$ cat src/rtl/core/packet_framer_crc16_core_macros.svh
`ifndef PACKET_FRAMER_CRC16_CORE_MACROS_SVH
`define PACKET_FRAMER_CRC16_CORE_MACROS_SVH

`ifndef SYNTH

// prop holds at every clock edge outside reset
`define PKFR_ASSERT(lbl, clk, rst_n, prop) \
  lbl: assert property (@(posedge clk) disable iff (!rst_n) prop) \
    else $error("pkfr assertion failed");

// cond never holds outside reset
`define PKFR_ASSERT_NEVER(lbl, clk, rst_n, cond) \
  lbl: assert property (@(posedge clk) disable iff (!rst_n) !(cond)) \
    else $error("pkfr forbidden condition");

`else

`define PKFR_ASSERT(lbl, clk, rst_n, prop)
`define PKFR_ASSERT_NEVER(lbl, clk, rst_n, cond)

`endif

`endif

$ cat src/rtl/core/pkfr_pkg.sv
package pkfr_pkg;

  localparam logic OP_START   = 1'b0;
  localparam logic OP_PAYLOAD = 1'b1;

  localparam logic [15:0] MAX_PAYLOAD = 16'd255;
  localparam logic [15:0] CRC_POLY    = 16'h1021;
  localparam logic [15:0] CRC_INIT    = 16'h0000;

  localparam int unsigned FIFO_DEPTH_DEF = 4;

  typedef struct packed {
    logic        op;
    logic [7:0]  version;
    logic [15:0] packet_id;
    logic [15:0] sequence_req;
    logic [15:0] length;
    logic [7:0]  data_byte;
    logic        is_final;
  } cmd_t;

  function automatic logic [15:0] crc_byte(input logic [15:0] crc, input logic [7:0] b);
    logic [15:0] c;
    c = crc ^ {b, 8'h00};
    for (int k = 0; k < 8; k++) begin
      if (c[15]) begin
        c = {c[14:0], 1'b0} ^ CRC_POLY;
      end else begin
        c = {c[14:0], 1'b0};
      end
    end
    return c;
  endfunction

endpackage

$ cat src/rtl/core/packet_framer_crc16_core.sv
// Packet framer with CRC-16 (poly 0x1021, init 0).
// Input channel (in_*): operation 0 opens a packet with version, id, sequence
//   and length (clamped to 255); operation 1 carries one payload byte. Payload
//   bytes with no packet open are accepted and dropped.
// Output channel (out_*): one wire byte per transaction: sync word, version,
//   id, sequence, length (16-bit fields low byte first), payload, then the CRC
//   low byte and high byte; out_last marks the CRC high byte.
// Config channel (cfg_*): writes the 16-bit sync word; write it only while
//   the block is idle. Always ready.
// Path: input is queued; each wire byte is registered in the output register.
// Throughput: the output emits one byte per cycle while out_ready is high; a
//   start transaction yields 9 wire bytes (11 with empty payload), a payload
//   byte one (three on the final byte). A command queue of FIFO_DEPTH entries
//   absorbs input while header bursts drain; in_ready drops only when it is full.
// Stall: with out_ready low the output byte holds and the queue fills.
// Reset: synchronous, active low; clears the sync word, closes any packet
//   and empties the queue and the output register.
module packet_framer_crc16_core #(
  parameter int unsigned FIFO_DEPTH = pkfr_pkg::FIFO_DEPTH_DEF
) (
  input  logic        clk,
  input  logic        rst_n,
  input  logic        in_valid,
  output logic        in_ready,
  input  logic        in_operation,
  input  logic [7:0]  in_version,
  input  logic [15:0] in_packet_id,
  input  logic [15:0] in_sequence_req,
  input  logic [15:0] in_payload_length,
  input  logic [7:0]  in_data_byte,
  output logic        out_valid,
  input  logic        out_ready,
  output logic [7:0]  out_wire_byte,
  output logic        out_last,
  input  logic        cfg_valid,
  output logic        cfg_ready,
  input  logic [15:0] cfg_data
);

  logic [15:0]    sync_word_r;
  logic           q_full, q_empty, q_push, q_pop;
  pkfr_pkg::cmd_t q_wdata, q_rdata;

  assign cfg_ready = 1'b1;

  always_ff @(posedge clk) begin
    if (!rst_n) begin
      sync_word_r <= 16'd0;
    end else if (cfg_valid && cfg_ready) begin
      sync_word_r <= cfg_data;
    end
  end

  pkfr_front u_front (
    .clk               (clk),
    .rst_n             (rst_n),
    .in_valid          (in_valid),
    .in_ready          (in_ready),
    .in_operation      (in_operation),
    .in_version        (in_version),
    .in_packet_id      (in_packet_id),
    .in_sequence_req   (in_sequence_req),
    .in_payload_length (in_payload_length),
    .in_data_byte      (in_data_byte),
    .q_full            (q_full),
    .q_push            (q_push),
    .q_wdata           (q_wdata)
  );

  pkfr_fifo #(
    .DEPTH (FIFO_DEPTH)
  ) u_fifo (
    .clk   (clk),
    .rst_n (rst_n),
    .push  (q_push),
    .wdata (q_wdata),
    .full  (q_full),
    .pop   (q_pop),
    .rdata (q_rdata),
    .empty (q_empty)
  );

  pkfr_back u_back (
    .clk           (clk),
    .rst_n         (rst_n),
    .sync_word     (sync_word_r),
    .head          (q_rdata),
    .head_valid    (!q_empty),
    .pop           (q_pop),
    .out_valid     (out_valid),
    .out_ready     (out_ready),
    .out_wire_byte (out_wire_byte),
    .out_last      (out_last)
  );

endmodule

$ cat src/rtl/core/pkfr_front.sv
`include "packet_framer_crc16_core_macros.svh"

module pkfr_front (
  input  logic               clk,
  input  logic               rst_n,
  input  logic               in_valid,
  output logic               in_ready,
  input  logic               in_operation,
  input  logic [7:0]         in_version,
  input  logic [15:0]        in_packet_id,
  input  logic [15:0]        in_sequence_req,
  input  logic [15:0]        in_payload_length,
  input  logic [7:0]         in_data_byte,
  input  logic               q_full,
  output logic               q_push,
  output pkfr_pkg::cmd_t     q_wdata
);

  logic        open_r, open_nxt;
  logic [15:0] left_r, left_nxt;
  logic [15:0] len_clamped;
  logic        accept;

  assign in_ready    = !q_full;
  assign accept      = in_valid && in_ready;
  assign len_clamped = (in_payload_length > pkfr_pkg::MAX_PAYLOAD) ?
                       pkfr_pkg::MAX_PAYLOAD : in_payload_length;

  always_comb begin
    open_nxt              = open_r;
    left_nxt              = left_r;
    q_push                = 1'b0;
    q_wdata.op            = in_operation;
    q_wdata.version       = in_version;
    q_wdata.packet_id     = in_packet_id;
    q_wdata.sequence_req  = in_sequence_req;
    q_wdata.length        = len_clamped;
    q_wdata.data_byte     = in_data_byte;
    q_wdata.is_final      = 1'b0;
    if (accept) begin
      if (in_operation == pkfr_pkg::OP_START) begin
        q_push   = 1'b1;
        left_nxt = len_clamped;
        open_nxt = (len_clamped != 16'd0);
      end else if (open_r) begin
        q_push           = 1'b1;
        q_wdata.is_final = (left_r == 16'd1);
        left_nxt         = left_r - 16'd1;
        open_nxt         = (left_r != 16'd1);
      end
    end
  end

  always_ff @(posedge clk) begin
    if (!rst_n) begin
      open_r <= 1'b0;
      left_r <= 16'd0;
    end else begin
      open_r <= open_nxt;
      left_r <= left_nxt;
    end
  end

  // an open packet always expects at least one more byte
  `PKFR_ASSERT(a_open_has_bytes, clk, rst_n, open_r |-> (left_r != 16'd0))
  `PKFR_ASSERT_NEVER(a_push_when_full, clk, rst_n, q_push && q_full)

endmodule

$ cat src/rtl/core/pkfr_fifo.sv
`include "packet_framer_crc16_core_macros.svh"

module pkfr_fifo #(
  parameter int unsigned DEPTH = pkfr_pkg::FIFO_DEPTH_DEF
) (
  input  logic           clk,
  input  logic           rst_n,
  input  logic           push,
  input  pkfr_pkg::cmd_t wdata,
  output logic           full,
  input  logic           pop,
  output pkfr_pkg::cmd_t rdata,
  output logic           empty
);

  localparam int unsigned PW = (DEPTH > 1) ? $clog2(DEPTH) : 1;
  localparam int unsigned CW = $clog2(DEPTH + 1);

  pkfr_pkg::cmd_t mem_r [DEPTH];
  logic [PW-1:0]  wr_ptr_r, rd_ptr_r;
  logic [CW-1:0]  count_r;

  assign full  = (count_r == CW'(DEPTH));
  assign empty = (count_r == '0);
  assign rdata = mem_r[rd_ptr_r];

  always_ff @(posedge clk) begin
    if (push) begin
      mem_r[wr_ptr_r] <= wdata;
    end
  end

  always_ff @(posedge clk) begin
    if (!rst_n) begin
      wr_ptr_r <= '0;
      rd_ptr_r <= '0;
      count_r  <= '0;
    end else begin
      if (push) begin
        wr_ptr_r <= (wr_ptr_r == PW'(DEPTH - 1)) ? '0 : wr_ptr_r + 1'b1;
      end
      if (pop) begin
        rd_ptr_r <= (rd_ptr_r == PW'(DEPTH - 1)) ? '0 : rd_ptr_r + 1'b1;
      end
      if (push && !pop) begin
        count_r <= count_r + 1'b1;
      end else if (pop && !push) begin
        count_r <= count_r - 1'b1;
      end
    end
  end

  `PKFR_ASSERT_NEVER(a_pop_empty, clk, rst_n, pop && empty)

endmodule

$ cat src/rtl/core/pkfr_back.sv
`include "packet_framer_crc16_core_macros.svh"

module pkfr_back (
  input  logic           clk,
  input  logic           rst_n,
  input  logic [15:0]    sync_word,
  input  pkfr_pkg::cmd_t head,
  input  logic           head_valid,
  output logic           pop,
  output logic           out_valid,
  input  logic           out_ready,
  output logic [7:0]     out_wire_byte,
  output logic           out_last
);

  localparam logic [3:0] STEP_SYNC_LO = 4'd0;
  localparam logic [3:0] STEP_SYNC_HI = 4'd1;
  localparam logic [3:0] STEP_VER     = 4'd2;
  localparam logic [3:0] STEP_ID_LO   = 4'd3;
  localparam logic [3:0] STEP_ID_HI   = 4'd4;
  localparam logic [3:0] STEP_SEQ_LO  = 4'd5;
  localparam logic [3:0] STEP_SEQ_HI  = 4'd6;
  localparam logic [3:0] STEP_LEN_LO  = 4'd7;
  localparam logic [3:0] STEP_LEN_HI  = 4'd8;
  localparam logic [3:0] STEP_DATA    = 4'd9;
  localparam logic [3:0] STEP_CRC_LO  = 4'd10;
  localparam logic [3:0] STEP_CRC_HI  = 4'd11;

  logic        mid_r, mid_nxt;
  logic [3:0]  step_r, step_nxt;
  logic [15:0] crc_r;
  logic        out_valid_r;
  logic [7:0]  out_byte_r;
  logic        out_last_r;

  logic [3:0]  step;
  logic [7:0]  byte_sel;
  logic        hashed;
  logic        done;
  logic        fire;

  assign step = mid_r ? step_r :
                ((head.op == pkfr_pkg::OP_START) ? STEP_SYNC_LO : STEP_DATA);
  assign fire = head_valid && (!out_valid_r || out_ready);
  assign pop  = fire && done;

  always_comb begin
    byte_sel = 8'h00;
    hashed   = 1'b0;
    done     = 1'b0;
    step_nxt = step + 4'd1;
    case (step)
      STEP_SYNC_LO: byte_sel = sync_word[7:0];
      STEP_SYNC_HI: byte_sel = sync_word[15:8];
      STEP_VER: begin
        byte_sel = head.version;
        hashed   = 1'b1;
      end
      STEP_ID_LO: begin
        byte_sel = head.packet_id[7:0];
        hashed   = 1'b1;
      end
      STEP_ID_HI: begin
        byte_sel = head.packet_id[15:8];
        hashed   = 1'b1;
      end
      STEP_SEQ_LO: begin
        byte_sel = head.sequence_req[7:0];
        hashed   = 1'b1;
      end
      STEP_SEQ_HI: begin
        byte_sel = head.sequence_req[15:8];
        hashed   = 1'b1;
      end
      STEP_LEN_LO: begin
        byte_sel = head.length[7:0];
        hashed   = 1'b1;
      end
      STEP_LEN_HI: begin
        byte_sel = head.length[15:8];
        hashed   = 1'b1;
        done     = (head.length != 16'd0);
        step_nxt = STEP_CRC_LO;
      end
      STEP_DATA: begin
        byte_sel = head.data_byte;
        hashed   = 1'b1;
        done     = !head.is_final;
        step_nxt = STEP_CRC_LO;
      end
      STEP_CRC_LO: byte_sel = crc_r[7:0];
      STEP_CRC_HI: begin
        byte_sel = crc_r[15:8];
        done     = 1'b1;
      end
      default: begin
        byte_sel = 8'h00;
        done     = 1'b1;
      end
    endcase
    mid_nxt = !done;
  end

  always_ff @(posedge clk) begin
    if (!rst_n) begin
      mid_r       <= 1'b0;
      step_r      <= STEP_SYNC_LO;
      crc_r       <= pkfr_pkg::CRC_INIT;
      out_valid_r <= 1'b0;
    end else begin
      if (fire) begin
        mid_r       <= mid_nxt;
        step_r      <= step_nxt;
        out_valid_r <= 1'b1;
        if (hashed) begin
          crc_r <= pkfr_pkg::crc_byte((step == STEP_VER) ? pkfr_pkg::CRC_INIT : crc_r,
                                      byte_sel);
        end
      end else if (out_ready) begin
        out_valid_r <= 1'b0;
      end
    end
  end

  always_ff @(posedge clk) begin
    if (fire) begin
      out_byte_r <= byte_sel;
      out_last_r <= (step == STEP_CRC_HI);
    end
  end

  assign out_valid     = out_valid_r;
  assign out_wire_byte = out_byte_r;
  assign out_last      = out_last_r;

  // a half-sent entry stays at the queue head
  `PKFR_ASSERT(a_mid_has_head, clk, rst_n, mid_r |-> head_valid)
  `PKFR_ASSERT(a_end_closes, clk, rst_n, (fire && (step == STEP_CRC_HI)) |=> !mid_r)
  `PKFR_ASSERT(a_crc_after_hash, clk, rst_n,
    (mid_r && (step_r == STEP_CRC_LO)) |->
      ((head.op == pkfr_pkg::OP_START) ? (head.length == 16'd0) : head.is_final))

endmodule

$ cat config.mk
export PLATFORM = sky130hd
export DESIGN_NAME = packet_framer_crc16_core
export DESIGN_NICKNAME = d
export VERILOG_FILES = /design/src/rtl/core/pkfr_pkg.sv /design/src/rtl/core/packet_framer_crc16_core.sv /design/src/rtl/core/pkfr_front.sv /design/src/rtl/core/pkfr_fifo.sv /design/src/rtl/core/pkfr_back.sv
export VERILOG_INCLUDE_DIRS = /design/src /design/src/rtl/core
export SDC_FILE = /design/constraint.sdc
export NUM_CORES = 1
export LEC_CHECK = 0
export ABC_CLOCK_PERIOD_IN_PS = 4300
export BUFFER_PORTS_ARGS = -buffer_cell sky130_fd_sc_hd__clkbuf_2
export CAP_MARGIN = 30
export CELL_PAD_IN_SITES_DETAIL_PLACEMENT = 0
export CELL_PAD_IN_SITES_GLOBAL_PLACEMENT = 1
export CORE_MARGIN = 2
export CORE_UTILIZATION = 28
export DETAILED_ROUTE_END_ITERATION = 8
export PLACE_DENSITY_LB_ADDON = 0.1
export SYNTH_ARGS = -nofsm -noshare
export SYNTH_HDL_FRONTEND = slang
export SYNTH_SLANG_ARGS = --single-unit
export TNS_END_PERCENT = 10
$ cat constraint.sdc
create_clock -name clk -period 4.3 [get_ports clk]
set_input_delay 0.645 -clock clk [delete_from_list [all_inputs] [get_ports clk]]
set_output_delay 0.645 -clock clk [all_outputs]
set_load 0.005 [all_outputs]
# Yosys cells after proc, flatten, opt, wreduce, memory -nomap -nowiden
# Memories as Yosys holds them, arrays and structs flattened. A register that Yosys moved wholly into a read port is not among the register bits.
# Cells that the tools add are included.
[classes]
div = 0
bitwise_logic = 9
reduce_logical = 24
n_mux = 57
multipliers = 0
eq_ne = 17
magnitude_cmp = 1
shift = 0
addsub = 6
[op_table]
columns = ["operator", "n"]
rows = [
  ["two-way mux 16 bit", 25],
  ["two-way mux 13 bit", 8],
  ["one-hot mux 8 bit (12 select lines)", 1],
  ["nonzero test 16 bit", 2],
  ["NOT 3 bit", 8],
  ["equality test 16 x 1 -> 1 bit (second input constant)", 1],
  ["equality test 4 x 3 -> 1 bit (second input constant)", 4],
  ["equality test 4 bit (second input constant)", 4],
  ["> comparator 16 x 8 -> 1 bit (second input constant)", 1],
  ["inequality test 16 x 1 -> 1 bit (second input constant)", 1],
  ["subtractor 16 x 1 -> 16 bit (second input constant)", 1],
  ["XOR 16 bit", 1],
  ["two-way mux 1 bit", 13],
  ["two-way mux 4 bit", 3],
  ["OR reduction 9 bit", 1],
  ["equality test 4 x 2 -> 1 bit (second input constant)", 2],
  ["two-way mux 2 bit", 4],
  ["OR reduction 8 bit", 1],
  ["zero test 1 bit", 7],
  ["two-way mux 3 bit", 2],
  ["logical AND 1 bit", 5],
  ["adder 2 x 1 -> 2 bit (second input constant)", 2],
  ["adder 4 x 1 -> 4 bit (second input constant)", 1],
  ["equality test 2 bit (second input constant)", 2],
  ["12 further kinds", 14],
]
[totals]
latchBits = 0
ff_bits = 71
out_inout_bits = 12
in_bits = 86
mem_count = 1
mem_bits_ro = 0
elab_cells = 127
ram_bits = 264
[mem_list]
columns = ["memory", "depth", "width", "rd", "rd_clocked_by_memory_dff", "wr", "line", "rtl"]
rows = [
  ["u_fifo.mem_r", 4, 66, 1, 1, 1, "pkfr_fifo.sv:19", "pkfr_pkg::cmd_t mem_r [DEPTH];"],
]

# Logic depth before layout (Yosys ltp)
[logic_depth]
word_depth = 42
ltp_mapped = 19
mapped_depth_nobuf = 16

# Hierarchy
# Synthesis repeated with hierarchy kept, for this count alone.
[unflattened]
cells_unflattened = 917
area_unflattened_um2 = 14506.4
[modules_own_cells]
columns = ["module", "cells_each", "instances", "area_each_um2"]
rows = [
  ["pkfr_fifo", 388, 1, 9975.8],
  ["pkfr_back", 282, 1, 2389.8],
  ["pkfr_front", 193, 1, 1510.2],
  ["packet_framer_crc16_core", 54, 1, 630.6],
]

# Least setup slack after synthesis
# No wires, ideal clock.
[synth_timing]
path_kind = "reg2reg"
startpoint = "reg (tool-made name)"
endpoint = "reg u_fifo.count_r[2]"
path_stages_with_launch = 17
t_arrival_ns = 3.720
path_slack_ns = 0.510
required_time_ns = 4.230
setup_ns = 0.070
cell_sequence = "dfxtp_1 buf_2 buf_2 buf_2 buf_1 mux4_2 nor4_1 nand4_1 nand2_1 o21ai_0 o21ai_1 ha_1 inv_1 fa_1 xor2_1 or3_1 a21oi_1"
[synth_lines]
columns = ["item", "line", "rtl"]
rows = [
  ["end signal: assignment", "pkfr_fifo.sv:46", "count_r <= count_r + 1'b1;"],
  ["end signal: assignment", "pkfr_fifo.sv:48", "count_r <= count_r - 1'b1;"],
  ["end: declaration", "pkfr_fifo.sv:21", "logic [CW-1:0] count_r;"],
]

==> impl_metrics.tcl <==
set metrics [dict create \
    status "finished, final reports clean" \
    setup_violations 0 \
    clock_path_buffers 3 \
    rsz0062_at_grt "false" \
    grt_use_met1_pct 20.78 \
    worstSetupPathType "reg2reg" \
    holdWs_ns 0.3124 \
    cts_tree "yes" \
    hold_violations 0 \
    max_freq_mhz 255.9 \
    grtUsageTotal_pct 14.74 \
    synth_cell_types 62 \
    start_util_pct 28.23 \
    finalSetupTns_ns 0 \
    syn_area_mm2 0.01410 \
    netlist_top_cells_count "273 x edfxtp_1, 65 x mux4_2, 64 x dfxtp_1" \
    synth_compound_area_share_pct 5.571 \
    synth.largest_area_cell "edfxtp_1" \
    irDropWorstVdd_mv 0.2454 \
    dr.pass1.iters 4 \
    antenna_cells 0 \
    p_seq_share_pct 37.4 \
    crit_fanout 56 \
    cp_slowest_cell "mux4_2" \
    via_per_inst 4.643 \
    drc 0 \
    antenna_found_initial 0 \
    area_delta_synth_final_pct 20.26 \
    die_x_um 228.4 \
    synth_edf_count 273 \
    yosysTopAreaCellShare_pct 58.12 \
    finalClockSkew_ns 0.02106 \
    power.internal_uw 7369 \
    post-route-period-util_pct 90.87 \
    synth_top_family_by_area "multiplexers" \
    fp.dieArea_mm2 0.05218 \
    cts_setup_buffers 0 \
    final_area_mm2 0.01696 \
    antenna_left 0 \
    p_clk_share_pct 30.2 \
    worst_slack_ns 0.3926 \
    tightest_slew_ns 0.9112 \
    preCtsSetupSlack_ns 0.2769 \
    met3_usage_pct 2.819 \
    seq_area_frac_synth_pct 67.20 \
    dp_hpwl_um 25830 \
    max_cap_violations 0 \
    end_kind "flip-flop" \
    arrival_ns 4.38 \
    io_buffers 96 \
    async_flop_share_pct 0 \
    via_count 8256 \
    critical-path-max-stage-delay_ns 0.64 \
    busiest_layer "met2" \
    core_mm2 0.04997 \
    yosysMostFrequentCell "edfxtp_1" \
    required_ns 4.77 \
    io_pins 98 \
    num_rows 82 \
    cp-start-kind "flip-flop" \
    gp_congestion 0.7834 \
    power.switching_uw 3544 \
    synth_area_leaders "edfxtp_1 58%, mux4_2 10%, dfxtp_1 9.1%" \
    synth-simple-area-share_pct 9.252 \
    drv_slew 0 \
    clk_latency_ns 0.56 \
    ys.warnings.count 0 \
    grt_pass1_vias 8380 \
    post_cts_resized 0 \
    cp_cell_sequence "buf_12 -> mux4_2 -> nor4_1 -> buf_4 -> nand4_1 -> nand2_1 -> o21ai_0 -> o21ai_1 -> ha_1 -> inv_1 -> fa_1 -> xor2_1 -> or3_1 -> a21oi_1" \
    postLayoutCoreUtil_pct 33.95 \
    grt_pass1_wl_um 56900 \
    syn_avg_cell_area_um2 15.35 \
    swShare_pct 32.47 \
    synth_mux_area_share_pct 12.01 \
    nets 1177 \
    die_y_um 228.4 \
    avgRoutedWirePerCell_um 21.45 \
    root_buffer "clkbuf_16" \
    synthXorXnorAreaFrac_pct 2.244 \
    synth-adder-area-share_pct 1.206 \
    power.share.combinational_pct 32.5 \
    cts_buffers 40 \
    wl_um 38140 \
    final_layout_size_suffix_gt1_share_pct 25.50 \
    clkSinkCount 337 \
    grt_util_met2_pct 23.06 \
    overflow 0 \
    cts_hold_buffers 0 \
    p_per_area_mw_per_mm2 643.3 \
    dpl_cell_area_mm2 0.01570 \
    drtIter0Drc 550 \
    ctsHtreeMaxLevel 2 \
    ys_seq_elements 337 \
    min_path_type "in2reg" \
    finalCriticalPeriod_ns 3.907 \
    grt_max_degree 59 \
    ys.flop_type "edfxtp_1" \
    syn_inst 919 \
    leakage_uw 0.005951 \
    max-slew-margin-rel_pct 39.25 \
    clk_pin_slew_ns 0.06 \
]
registers in the layout (all words and copies together), names as in the netlist, named ones only:
signal and cells:
sync_word_r 16, u_back.crc_r 16, u_back.mid_r 1, u_back.out_last 1, u_back.out_valid 1, u_back.out_wire_byte 8, u_back.step_r 4, u_fifo.count_r 3
u_fifo.mem_r 264, u_fifo.rd_ptr_r 2, u_fifo.wr_ptr_r 2, u_front.left_r 16, u_front.open_r 1
metal layers:
layer	up-vias	wire [um]
met3	42	1579
met5	-	0
met4	0	682
met1	4193	18200
li1	3862	-
met2	159	17670
stage by stage:
| step | std cells | power [uW] |
|---|---|---|
| floorplan | 950 | 6579 |
| global placement | 1708 | 7794 |
| detailed placement | 1708 | 7754 |
| CTS | 1778 | 11110 |
| global route | 1778 | 11510 |
| finish | 1778 | 10910 |
path summary, 6_finish.rpt:
path | slack, ns | cells past startpoint | to | start
worst max-delay path | 0.39 | 14 | u_fifo.count_r[2]$_SDFFE_PN0P_ | flip-flop
worst max register to register | 0.39 | 14 | u_fifo.count_r[2]$_SDFFE_PN0P_ | flip-flop
worst min-delay path | 0.31 | 1 | u_fifo.mem_r[1][7]$_DFFE_PP_ | in_data_byte[6]
worst min register to register | 0.48 | 2 | flip-flop | u_fifo.rd_ptr_r[0]$_SDFFE_PN0P_
layout make-up:
| cell class | count | area [um^2] |
|---|---|---|
| Sequential cell | 337 | 9487 |
| Clock inverter | 18 | 177.7 |
| Clock buffer | 52 | 1087 |
| Fill cell | 4833 | 33000 |
| Tap cell | 672 | 840.8 |
| Inverter | 23 | 86.33 |
| Timing Repair Buffer | 136 | 868.3 |
| Multi-Input combinational cell | 540 | 4415 |
logic make-up after synthesis:
| logic type | after synthesis |
|---|---|
| XOR/XNOR | 29 |
| other | 2 |
| buffers and inverters | 73 |
| adder cells (fa/ha/maj) | 13 |
| AO/OA/AOI/OAI | 120 |
| multiplexers | 88 |
| AND/OR/NAND/NOR | 257 |
| flip-flops | 337 |
critical path, delay by kind of cell (launching register included):
family / cells / cell delay (ns)
compound gates: 3 / 0.46
mux: 1 / 0.64
xor+xnor: 1 / 0.17
simple gates: 4 / 0.89
fa+ha+maj: 2 / 0.61
flops: 1 / 0.38
buf+inv: 3 / 0.61
cells in the final DEF, fill, tap and decap left out, types with 12 or more instances in the layout:
master | Yosys | final
edfxtp_1 | 273 | 273
clkbuf_2 | 0 | 96
mux4_2 | 65 | 65
nand2_1 | 62 | 62
dfxtp_1 | 64 | 62
nor2_1 | 58 | 58
nand3_1 | 48 | 48
clkbuf_16 | 0 | 41
a21oi_1 | 36 | 35
conb_1 | 2 | 33
buf_4 | 2 | 33
mux2i_1 | 23 | 23
inv_1 | 22 | 22
o21ai_0 | 22 | 22
a22oi_1 | 16 | 16
xnor2_1 | 13 | 13
ha_1 | 12 | 12
power by group through the flow:
| stage | combinational [uW] | sequential (uW) | clock (uW) |
|---|---|---|---|
| floorplan | 2530 | 4050 | 0 |
| global placement | 3650 | 4140 | 0 |
| detailed placement | 3610 | 4140 | 0 |
| CTS | 3620 | 4080 | 3410 |
| global route | 3870 | 4110 | 3530 |
| finish | 3540 | 4080 | 3290 |
Note: power is estimated with default switching activity, not from simulation.
